## config.mk

```make
export PLATFORM = sky130hd
export DESIGN_NAME = serial_frame_deframer_unit
export DESIGN_NICKNAME = d
export VERILOG_FILES = /design/src/rtl/core/sfd_pkg.sv /design/src/rtl/core/serial_frame_deframer_unit.sv
export SDC_FILE = /design/constraint.sdc
export NUM_CORES = 1
export LEC_CHECK = 0
export ABC_AREA = 1
export BUFFER_PORTS_ARGS = -buffer_cell sky130_fd_sc_hd__buf_2
export CAP_MARGIN = 10
export CELL_PAD_IN_SITES_DETAIL_PLACEMENT = 1
export CELL_PAD_IN_SITES_GLOBAL_PLACEMENT = 2
export CORE_MARGIN = 8
export CORE_UTILIZATION = 35
export CTS_CLUSTER_DIAMETER = 40
export DETAILED_ROUTE_END_ITERATION = 16
export GPL_ROUTABILITY_DRIVEN = 0
export PLACE_DENSITY = 0.85
export SETUP_SLACK_MARGIN = 0.05
export SYNTH_ARGS = -nofsm -noshare
export SYNTH_HDL_FRONTEND = slang
export SYNTH_SLANG_ARGS = --single-unit
```

## constraint.sdc

```tcl
create_clock -name clock -period 3.66 [get_ports clock]
set_input_delay 0 -clock clock [delete_from_list [all_inputs] [get_ports clock]]
set_output_delay 0 -clock clock [all_outputs]
set_load 0.05 [all_outputs]
```

## src/rtl/core/sfd_pkg.sv

```systemverilog
// Shared phase, status and register-index codes for the serial frame deframer.
`default_nettype none

package sfd_pkg;

   // Parse phase codes.
   localparam logic [2:0] PH_HUNT1   = 3'd0;
   localparam logic [2:0] PH_HUNT2   = 3'd1;
   localparam logic [2:0] PH_TYPE    = 3'd2;
   localparam logic [2:0] PH_LEN1    = 3'd3;
   localparam logic [2:0] PH_LEN2    = 3'd4;
   localparam logic [2:0] PH_PAYLOAD = 3'd5;
   localparam logic [2:0] PH_CHECK   = 3'd6;

   // Result status codes.
   localparam logic [2:0] ST_NONE    = 3'd0;
   localparam logic [2:0] ST_BYTE    = 3'd1;
   localparam logic [2:0] ST_GOOD    = 3'd2;
   localparam logic [2:0] ST_TIMEOUT = 3'd3;
   localparam logic [2:0] ST_BADSUM  = 3'd4;

   // Request kinds.
   localparam logic REQ_BYTE = 1'b0;
   localparam logic REQ_TICK = 1'b1;

   // Configuration register indexes.
   localparam logic [1:0] CSR_HEADER_FIRST  = 2'd0;
   localparam logic [1:0] CSR_HEADER_SECOND = 2'd1;
   localparam logic [1:0] CSR_TIMEOUT_MS    = 2'd2;
   localparam logic [1:0] CSR_MAX_PAYLOAD   = 2'd3;

   // Register reset values.
   localparam logic [7:0]  HEADER_FIRST_RST  = 8'hAA;
   localparam logic [7:0]  HEADER_SECOND_RST = 8'h55;
   localparam logic [15:0] TIMEOUT_MS_RST    = 16'd100;
   localparam logic [13:0] MAX_PAYLOAD_RST   = 14'd256;

   // Length byte fields.
   localparam logic [7:0] LOW7_MASK = 8'h7F;
   localparam logic [7:0] CONT_BIT  = 8'h80;

   // One result as it sits in the output register.
   typedef struct packed {
      logic [2:0]  status;
      logic [7:0]  frame_type;
      logic [13:0] payload_length;
      logic [7:0]  payload_byte;
      logic [13:0] payload_index;
   } rsp_type;

endpackage

`default_nettype wire

```

## src/rtl/core/serial_frame_deframer_unit.sv

```systemverilog
// Serial frame deframer top level: header hunt, length decode, payload, checksum, timeout.
// An accepted request's response is registered in the output register at the next clock edge.
// Throughput: one request per cycle; the only limit is the single output register,
// which takes a new response in the same cycle the held one is taken.
// Reset (synchronous, active high): parser hunts for the first header byte, all
// frame state is zero, registers return to 0xAA, 0x55, 100 ms and 256 bytes.
`default_nettype none

module serial_frame_deframer_unit
   import sfd_pkg::*;
(
   input  wire logic        clock,
   input  wire logic        reset,

   input  wire logic        req_valid,
   output      logic        req_ready,
   input  wire logic        req_type,
   input  wire logic [7:0]  req_rx_byte,
   input  wire logic [15:0] req_elapsed_ms,

   output      logic        rsp_valid,
   input  wire logic        rsp_ready,
   output      logic [2:0]  rsp_status,
   output      logic [7:0]  rsp_frame_type,
   output      logic [13:0] rsp_payload_length,
   output      logic [7:0]  rsp_payload_byte,
   output      logic [13:0] rsp_payload_index,

   input  wire logic        csr_valid,
   output      logic        csr_ready,
   input  wire logic [1:0]  csr_index,
   input  wire logic [15:0] csr_wdata
);

   // Configuration registers.
   logic [7:0]  header_first_ff;
   logic [7:0]  header_second_ff;
   logic [15:0] timeout_ms_ff;
   logic [13:0] max_payload_ff;

   // Parser state.
   logic [2:0]  phase_ff,     phase_in;
   logic [7:0]  type_ff,      type_in;
   logic [13:0] length_ff,    length_in;
   logic [13:0] position_ff,  position_in;
   logic [7:0]  sum_ff,       sum_in;
   logic [16:0] idle_ff,      idle_in;

   // Output register.
   logic        rsp_valid_ff;
   rsp_type     rsp_ff;
   rsp_type     rsp_in;

   logic        req_fire;
   logic [13:0] new_length;
   logic [13:0] position_inc;
   logic [7:0]  sum_add;
   logic [7:0]  sum_inv;
   logic [16:0] idle_add;

   assign csr_ready = 1'b1;
   assign req_ready = !rsp_valid_ff || rsp_ready;
   assign req_fire  = req_valid && req_ready;

   // Configuration writes.
   always_ff @(posedge clock) begin
      if (reset) begin
         header_first_ff  <= HEADER_FIRST_RST;
         header_second_ff <= HEADER_SECOND_RST;
         timeout_ms_ff    <= TIMEOUT_MS_RST;
         max_payload_ff   <= MAX_PAYLOAD_RST;
      end else if (csr_valid && csr_ready) begin
         case (csr_index)
            CSR_HEADER_FIRST:  header_first_ff  <= csr_wdata[7:0];
            CSR_HEADER_SECOND: header_second_ff <= csr_wdata[7:0];
            CSR_TIMEOUT_MS:    timeout_ms_ff    <= csr_wdata;
            CSR_MAX_PAYLOAD:   max_payload_ff   <= csr_wdata[13:0];
            default: ;
         endcase
      end
   end

   // Shared arithmetic for the parse step.
   assign sum_add      = sum_ff + req_rx_byte;
   assign sum_inv      = ~sum_ff;
   assign position_inc = position_ff + 14'd1;
   assign idle_add     = idle_ff + {1'b0, req_elapsed_ms};
   assign new_length   = (phase_ff == PH_LEN2) ? {req_rx_byte[6:0], length_ff[6:0]}
                                               : {6'd0, req_rx_byte & LOW7_MASK};

   // One parse step per request: next state and the response.
   always_comb begin
      phase_in    = phase_ff;
      type_in     = type_ff;
      length_in   = length_ff;
      position_in = position_ff;
      sum_in      = sum_ff;
      idle_in     = idle_ff;
      rsp_in      = '0;
      rsp_in.status = ST_NONE;

      if (req_type == REQ_BYTE) begin
         idle_in = '0;
         case (phase_ff)
            PH_HUNT1: begin
               if (req_rx_byte == header_first_ff) phase_in = PH_HUNT2;
            end
            PH_HUNT2: begin
               // A repeated first header byte keeps waiting for the second one.
               if (req_rx_byte == header_second_ff) phase_in = PH_TYPE;
               else if (req_rx_byte != header_first_ff) phase_in = PH_HUNT1;
            end
            PH_TYPE: begin
               type_in     = req_rx_byte;
               sum_in      = req_rx_byte;
               position_in = '0;
               phase_in    = PH_LEN1;
            end
            PH_LEN1, PH_LEN2: begin
               sum_in = sum_add;
               if ((req_rx_byte & CONT_BIT) != 8'd0) begin
                  if (phase_ff == PH_LEN1) begin
                     length_in = new_length;
                     phase_in  = PH_LEN2;
                  end else begin
                     // A third length group abandons the frame.
                     phase_in = (req_rx_byte == header_first_ff) ? PH_HUNT2 : PH_HUNT1;
                  end
               end else begin
                  length_in = new_length;
                  if (new_length > max_payload_ff) phase_in = PH_HUNT1;
                  else if (new_length == 14'd0)    phase_in = PH_CHECK;
                  else                             phase_in = PH_PAYLOAD;
               end
            end
            PH_PAYLOAD: begin
               rsp_in.status        = ST_BYTE;
               rsp_in.payload_byte  = req_rx_byte;
               rsp_in.payload_index = position_ff;
               sum_in      = sum_add;
               position_in = position_inc;
               if (position_inc >= length_ff) phase_in = PH_CHECK;
            end
            PH_CHECK: begin
               sum_in        = sum_inv;
               phase_in      = PH_HUNT1;
               rsp_in.status = (sum_inv == req_rx_byte) ? ST_GOOD : ST_BADSUM;
            end
            default: begin
               phase_in = (req_rx_byte == header_first_ff) ? PH_HUNT2 : PH_HUNT1;
            end
         endcase
      end else if (phase_ff != PH_HUNT1) begin
         // Ticks only count while the parser is not hunting for the first header byte.
         idle_in = idle_add;
         if (idle_add > {1'b0, timeout_ms_ff}) begin
            phase_in      = PH_HUNT1;
            idle_in       = '0;
            rsp_in.status = ST_TIMEOUT;
         end
      end

      rsp_in.frame_type     = type_in;
      rsp_in.payload_length = length_in;
   end

   // Parser state registers.
   always_ff @(posedge clock) begin
      if (reset) begin
         phase_ff    <= PH_HUNT1;
         type_ff     <= '0;
         length_ff   <= '0;
         position_ff <= '0;
         sum_ff      <= '0;
         idle_ff     <= '0;
      end else if (req_fire) begin
         phase_ff    <= phase_in;
         type_ff     <= type_in;
         length_ff   <= length_in;
         position_ff <= position_in;
         sum_ff      <= sum_in;
         idle_ff     <= idle_in;
      end
   end

   // Output register: loads whenever a request is accepted.
   always_ff @(posedge clock) begin
      if (reset) begin
         rsp_valid_ff <= 1'b0;
      end else if (req_fire) begin
         rsp_valid_ff <= 1'b1;
      end else if (rsp_ready) begin
         rsp_valid_ff <= 1'b0;
      end
   end

   always_ff @(posedge clock) begin
      if (req_fire) begin
         rsp_ff <= rsp_in;
      end
   end

   assign rsp_valid          = rsp_valid_ff;
   assign rsp_status         = rsp_ff.status;
   assign rsp_frame_type     = rsp_ff.frame_type;
   assign rsp_payload_length = rsp_ff.payload_length;
   assign rsp_payload_byte   = rsp_ff.payload_byte;
   assign rsp_payload_index  = rsp_ff.payload_index;

`ifndef SYNTHESIS
   // Every accepted request leaves a response behind.
   a_req_gives_rsp: assert property (@(posedge clock) disable iff (reset)
      req_fire |=> rsp_valid_ff)
      else $error("accepted request produced no response");

   // While hunting for the first header byte, no idle time is carried.
   a_hunt_idle_clear: assert property (@(posedge clock) disable iff (reset)
      (phase_ff == PH_HUNT1) |-> (idle_ff == 17'd0))
      else $error("idle time left over while hunting");

   // A payload byte always lies inside the decoded length.
   a_index_in_range: assert property (@(posedge clock) disable iff (reset)
      (rsp_valid_ff && rsp_ff.status == ST_BYTE) |->
         (rsp_ff.payload_index < rsp_ff.payload_length))
      else $error("payload index beyond frame length");

   // Byte fields are zero unless a payload byte is reported.
   a_byte_fields_quiet: assert property (@(posedge clock) disable iff (reset)
      (rsp_valid_ff && rsp_ff.status != ST_BYTE) |->
         (rsp_ff.payload_byte == 8'd0 && rsp_ff.payload_index == 14'd0))
      else $error("payload fields set on a non-byte response");
`endif

endmodule

`default_nettype wire
```

[Word level (Yosys, flattened, before mapping)]
Cells that the tools add are included.
Storage, ports and cells
  register bits: 158
  output and inout port bits: 50
  logic and storage cells: 96
Cells by class
  $lt $le $gt $ge: 3
  mux-type cells: 32
  eq/ne operators: 18
  reduce and logical (&&, ||, !) cells: 21
  $add $sub $neg: 3
  bitwise operators: 3
Operator list (count)
  $mux 14: 5
  $mux 17: 3
  $mux 3: 12
  $pmux 14 s2: 1
  $eq 8x8->1: 3
  $pmux 8 s3: 1
  $pmux 3 s6: 1
  $add 17x16->17: 1
  $gt 17x16->1: 1
  $mux 8: 2
  $add 14x1->14 const B: 1
  $ge 14x14->1: 1
  $gt 14x14->1: 1
  $logic_not 14->1: 1
  $reduce_and 2->1: 5
  $eq 3x3->1 const B: 3
  $add 8x8->8: 1
  $ne 8x8->1: 1
  $not 8->8: 1
  $eq 3x2->1 const B: 2
  $mux 2: 3
  $ne 3x3->1 const B: 2
  $pmux 3 s2: 1
  $reduce_and 3->1: 2
  other kinds (17): 25

[Longest topological paths before layout]
  word-level depth: 8
  depth in mapped cells: 26
  gate-level depth less buffers: 26

[Worst setup path after synthesis]
Ideal clock, no wire load.
  kind: register to register
  start point: register idle_ff[0]
  end point: register idle_ff[12]
  period minus slack after synthesis: 3.174 ns
  slack: 0.486 ns
  data arrival time: 3.105 ns
  setup time: 0.070 ns
  stages on the path, launching flop included: 22
  path buffers: 1
  cell sequence: dfxtp_1 -> ha_1 -> inv_1 -> fa_1 -> nand3b_1 -> nand2_2 -> nand2_4 -> a21oi_1 -> nor2_1 -> o21bai_1 -> xor2_1 -> ha_1 -> nand2_1 -> nor4_1 -> nand2_1 -> nor2_1 -> nand4_1 -> and2_4 -> nor2_8 -> buf_12 -> nand2_2 -> a21oi_2
On the way
  cells in the longest elaborated chain, start to end: 5
RTL lines
  from (decl): RTL line serial_frame_deframer_unit.sv:47  | logic [16:0] idle_ff, idle_in;
  from (signal assigned): RTL line serial_frame_deframer_unit.sv:182  | idle_ff <= idle_in;
  $add 17x16->17 (*): RTL line serial_frame_deframer_unit.sv:87  | assign idle_add = idle_ff + {1'b0, req_elapsed_ms};
  $gt 17x16->1: RTL line serial_frame_deframer_unit.sv:156  | if (idle_add > {1'b0, timeout_ms_ff}) begin
  $mux 17 (*): RTL line serial_frame_deframer_unit.sv:156
  $mux 17 (*): RTL line serial_frame_deframer_unit.sv:153  | end else if (phase_ff != PH_HUNT1) begin
  $mux 17 (*): RTL line serial_frame_deframer_unit.sv:102  | if (req_type == REQ_BYTE) begin
Mark *: on every way between the ends. The rest lies on a longest branch, timed or not. The select of a mux whose other input is x is not followed.
A chain may end at the register's enable or synchronous reset.

[Worst setup path after layout]
  start point: register idle_ff[0]
  end point: register idle_ff[3]
The elaborated chain is that of the path after synthesis.

==> results.json <==
{
  "status": "completed",
  "die_x_um": 175,
  "synth_cells": 1131,
  "switching_share_pct": 31.2,
  "drt_iter0_markers": 384,
  "synth_warnings": 0,
  "grt_pass1_vias": 8031,
  "r2r-start": "idle_ff[0]$_SDFFE_PP0P_",
  "peakVddDrop_mv": 0.232,
  "synth_top_area_share_pct": 25.0,
  "portBuffers": 96,
  "reg2regPathDepth": 21,
  "overflow": 0,
  "fin_crit_ns": 3.44,
  "cp-startpoint": "idle_ff[0]$_SDFFE_PP0P_",
  "num_rows": 58,
  "setup-tns-final_ns": 0,
  "total_power_mw": 4.67,
  "drt_wl_total_mm": 26.2,
  "relSlewSlack_pct": 38.8,
  "fmax_mhz": 291,
  "comb_power_share_pct": 19.9,
  "drive_gt1_share_pct": 17.4,
  "fin_skew_ns": 0.0128,
  "dieArea_um2": 30800,
  "synth-edff-count": 47,
  "area_growth_pct": 20.1,
  "drt-vias-per-instance": 4.94,
  "grt_setup_unrepaired": "false",
  "core_area_um2": 25100,
  "async_reset_ff_share_pct": 0,
  "synth_flop_cell": "dfxtp_1",
  "cp_max_fo": 5,
  "r2r_end": "idle_ff[3]$_SDFFE_PP0P_",
  "p_int_mw": 3.21,
  "synth_seq_cells": 158,
  "cp.required_ns": 4.01,
  "drc": 0,
  "antenna_found_initial": 1,
  "pwr_density_cell_nw_per_um2": 437,
  "pin_count": 98,
  "cts_buffer_depth": 2,
  "diodes": 0,
  "clockPowerShare_pct": 38.4,
  "cts_max_level": 4,
  "grt_max_degree": 57,
  "start_util_pct": 35.4,
  "grt_usage_pct": 17.0,
  "netlist_area_um2": 8900,
  "firstDrtPassIters": 5,
  "ys_top_cells_by_area": "dfxtp_1, edfxtp_1, ha_1",
  "avgSynthCellArea_um2": 7.87,
  "numCtsBuffers": 17,
  "rrSetupSlack_ns": 0.22,
  "final_max_slew_viol_count": 0,
  "p_seq_share_pct": 41.7,
  "vias": 7839,
  "cts_tree": "done",
  "nets": 1363,
  "netSwitchingPower_mw": 1.46,
  "setup_viol": 0,
  "crit_end": "idle_ff[3]$_SDFFE_PP0P_",
  "cts_root_buf": "clkbuf_16",
  "routedWlPerCell_um": 16.5,
  "clock_latency_ns": 0.44,
  "ys_seq_area_share_pct": 40.8,
  "dp.final_hpwl_mm": 19.6,
  "startpoint_type": "flop",
  "leakagePower_nw": 4.87,
  "arrival_ns": 3.79,
  "setup.worst_path.end_class": "flop",
  "critical_path_class": "flop to flop",
  "drv_cap": 0,
  "worst_slew_pin_slew_ns": 0.917,
  "fin_crit_sh_pct": 93.9,
  "whs_ns": 0.00746,
  "path_clk_slew_ns": 0.07,
  "grt_pass1_wl_mm": 42.2,
  "hold_viol": 0,
  "die_y_um": 175,
  "hold_class": "input pin to flop",
  "cts.sinks": 158,
  "synthesis.nets": 1249,
  "drtAntennaViolNets": 0,
  "synth.distinct_cells": 51,
  "yosysTopAreaCell": "dfxtp_1"
}
-- critical path, cell delays in order, from the launching register on --
cell	delay [ns]
dfxtp_2	0.35
ha_4	0.13
inv_1	0.05
fa_2	0.36
nand3b_1	0.18
nand2_2	0.13
nand2_4	0.09
a21oi_2	0.13
nor2_1	0.09
o21bai_1	0.19
xor2_1	0.25
ha_1	0.21
nand2_2	0.09
nor4_2	0.14
nand2_1	0.07
nor2_1	0.09
nand4_1	0.10
and2_4	0.20
nor2_8	0.15
buf_12	0.13
nand2_1	0.06
a21oi_2	0.14
-- cell type report --
class | instances | area, µm²
clock buffers | 17 | 425
clock inverters | 15 | 163
fillers | 3118 | 14400
inverters | 154 | 578
multi-input cells | 781 | 4620
flip-flops and latches | 158 | 3630
well taps | 330 | 413
repair buffers | 133 | 853
-- sequential cells by signal, indices dropped and copies added (netlist names), 14 cells and up --
signal and flops:
length_ff 14, idle_ff 17, position_ff 14, timeout_ms_ff 16, rsp_payload_index 14, max_payload_ff 14
rsp_payload_length 14
-- metrics by stage --
stage / util, % / setup WS, ns / std cells / cell area, µm²
final: 42.6 / 0.222 / 1588 / 10700
after CTS: 41.6 / 0.132 / 1580 / 10500
after global placement: 38.3 / 0.158 / 1525 / 9620
after global routing: 42.6 / 0.000470 / 1588 / 10700
after floorplan: - / 0.486 / 1131 / 8900
after detailed placement: 38.3 / 0.0246 / 1525 / 9620
-- layout by cell type, fill, tap and decap left out, types with 18 or more instances in the layout --
cell type and instances:
a21oi_1 97, nand2_1 177, o21ai_0 104, dlygate4sd3_1 21
nor2_1 120, dfxtp_1 110, nand2_2 18, buf_2 96
ha_1 67, edfxtp_1 47, inv_1 144, clkbuf_16 18
nand3_1 47, xor2_1 22
-- synth_stat cells (all sizes together) (2+ instances only) --
library cell  instances
nand2               197
inv                 152
nor2                128
a21oi               114
o21ai               112
dfxtp               111
ha                   68
nand3                48
edfxtp               47
xor2                 25
clkbuf               23
xnor2                20
nor3                 16
buf                  12
a31oi                10
nand4                10
a22oi                 7
o211ai                5
a21o                  4
o21a                  3
clkinv                2
dlygate4sd1           2
fa                    2
nor4                  2
-- metal layers --
| layer | routed length [µm] | vias to the layer above | GRT usage [%] |
|---|---|---|---|
| met3 | 1250 | 33 | 3.50 |
| met1 | 12500 | 3693 | 22.6 |
| li1 | - | 3957 | - |
| met4 | 403 | 2 | 4.66 |
| met2 | 12100 | 154 | 27.6 |
| met5 | 13 | - | 0 |
-- power by group through the flow --
stage	clock network, mW	logic [mW]	registers, mW
2_1_floorplan	0	0.506	2.11
3_3_place_gp	0	0.845	1.99
3_5_place_dp	0	0.868	1.99
4_1_cts	1.84	0.895	1.95
5_1_grt	1.91	1.03	1.96
6_report	1.79	0.928	1.95
-- cells by family (layout without fill, tap and decap cells) --
kind of cell | Yosys count | count (layout) | share of synthesized area (%)
AND/OR/NAND/NOR | 404 | 404 | 19.6
XOR/XNOR | 45 | 45 | 4.43
buffers and inverters | 192 | 319 | 8.93
flip-flops | 158 | 158 | 40.8
other | 1 | 1 | 0.0421
adder cells (fa/ha/maj) | 70 | 70 | 10.0
AO/OA/AOI/OAI | 261 | 261 | 16.2
-- timing repair --
| item | in CTS | in global routing |
|---|---|---|
| hold buffers | 21 | 0 |
| gates resized for setup | 0 | 32 |
| hold endpoints to repair | 47 | 0 |
| buffers inserted | 2 | 7 |
| pin swaps | 2 | 21 |
| cloned | 0 | 1 |
| endpoints found under the setup margin | 14 | 21 |
-- how the worst min path moves through the flow --
stage | slack [ns] | cells past startpoint | startpoint | endpoint
after CTS | 0.004 | 4 | req_elapsed_ms[0] | idle_ff[0]$_SDFFE_PP0P_
after global placement | 0.28 | 3 | csr_wdata[8] | max_payload_ff[8]$_SDFFE_PP1P_
after floorplan | 0.13 | 2 | csr_wdata[3] | header_first_ff[3]$_SDFFE_PP1P_
final | 0.007 | 4 | req_elapsed_ms[0] | idle_ff[0]$_SDFFE_PP0P_
after global routing | 0.01 | 4 | req_elapsed_ms[0] | idle_ff[0]$_SDFFE_PP0P_
after detailed placement | 0.30 | 3 | csr_wdata[7] | header_first_ff[7]$_SDFFE_PP1P_
(Power assumes the default switching activity.)
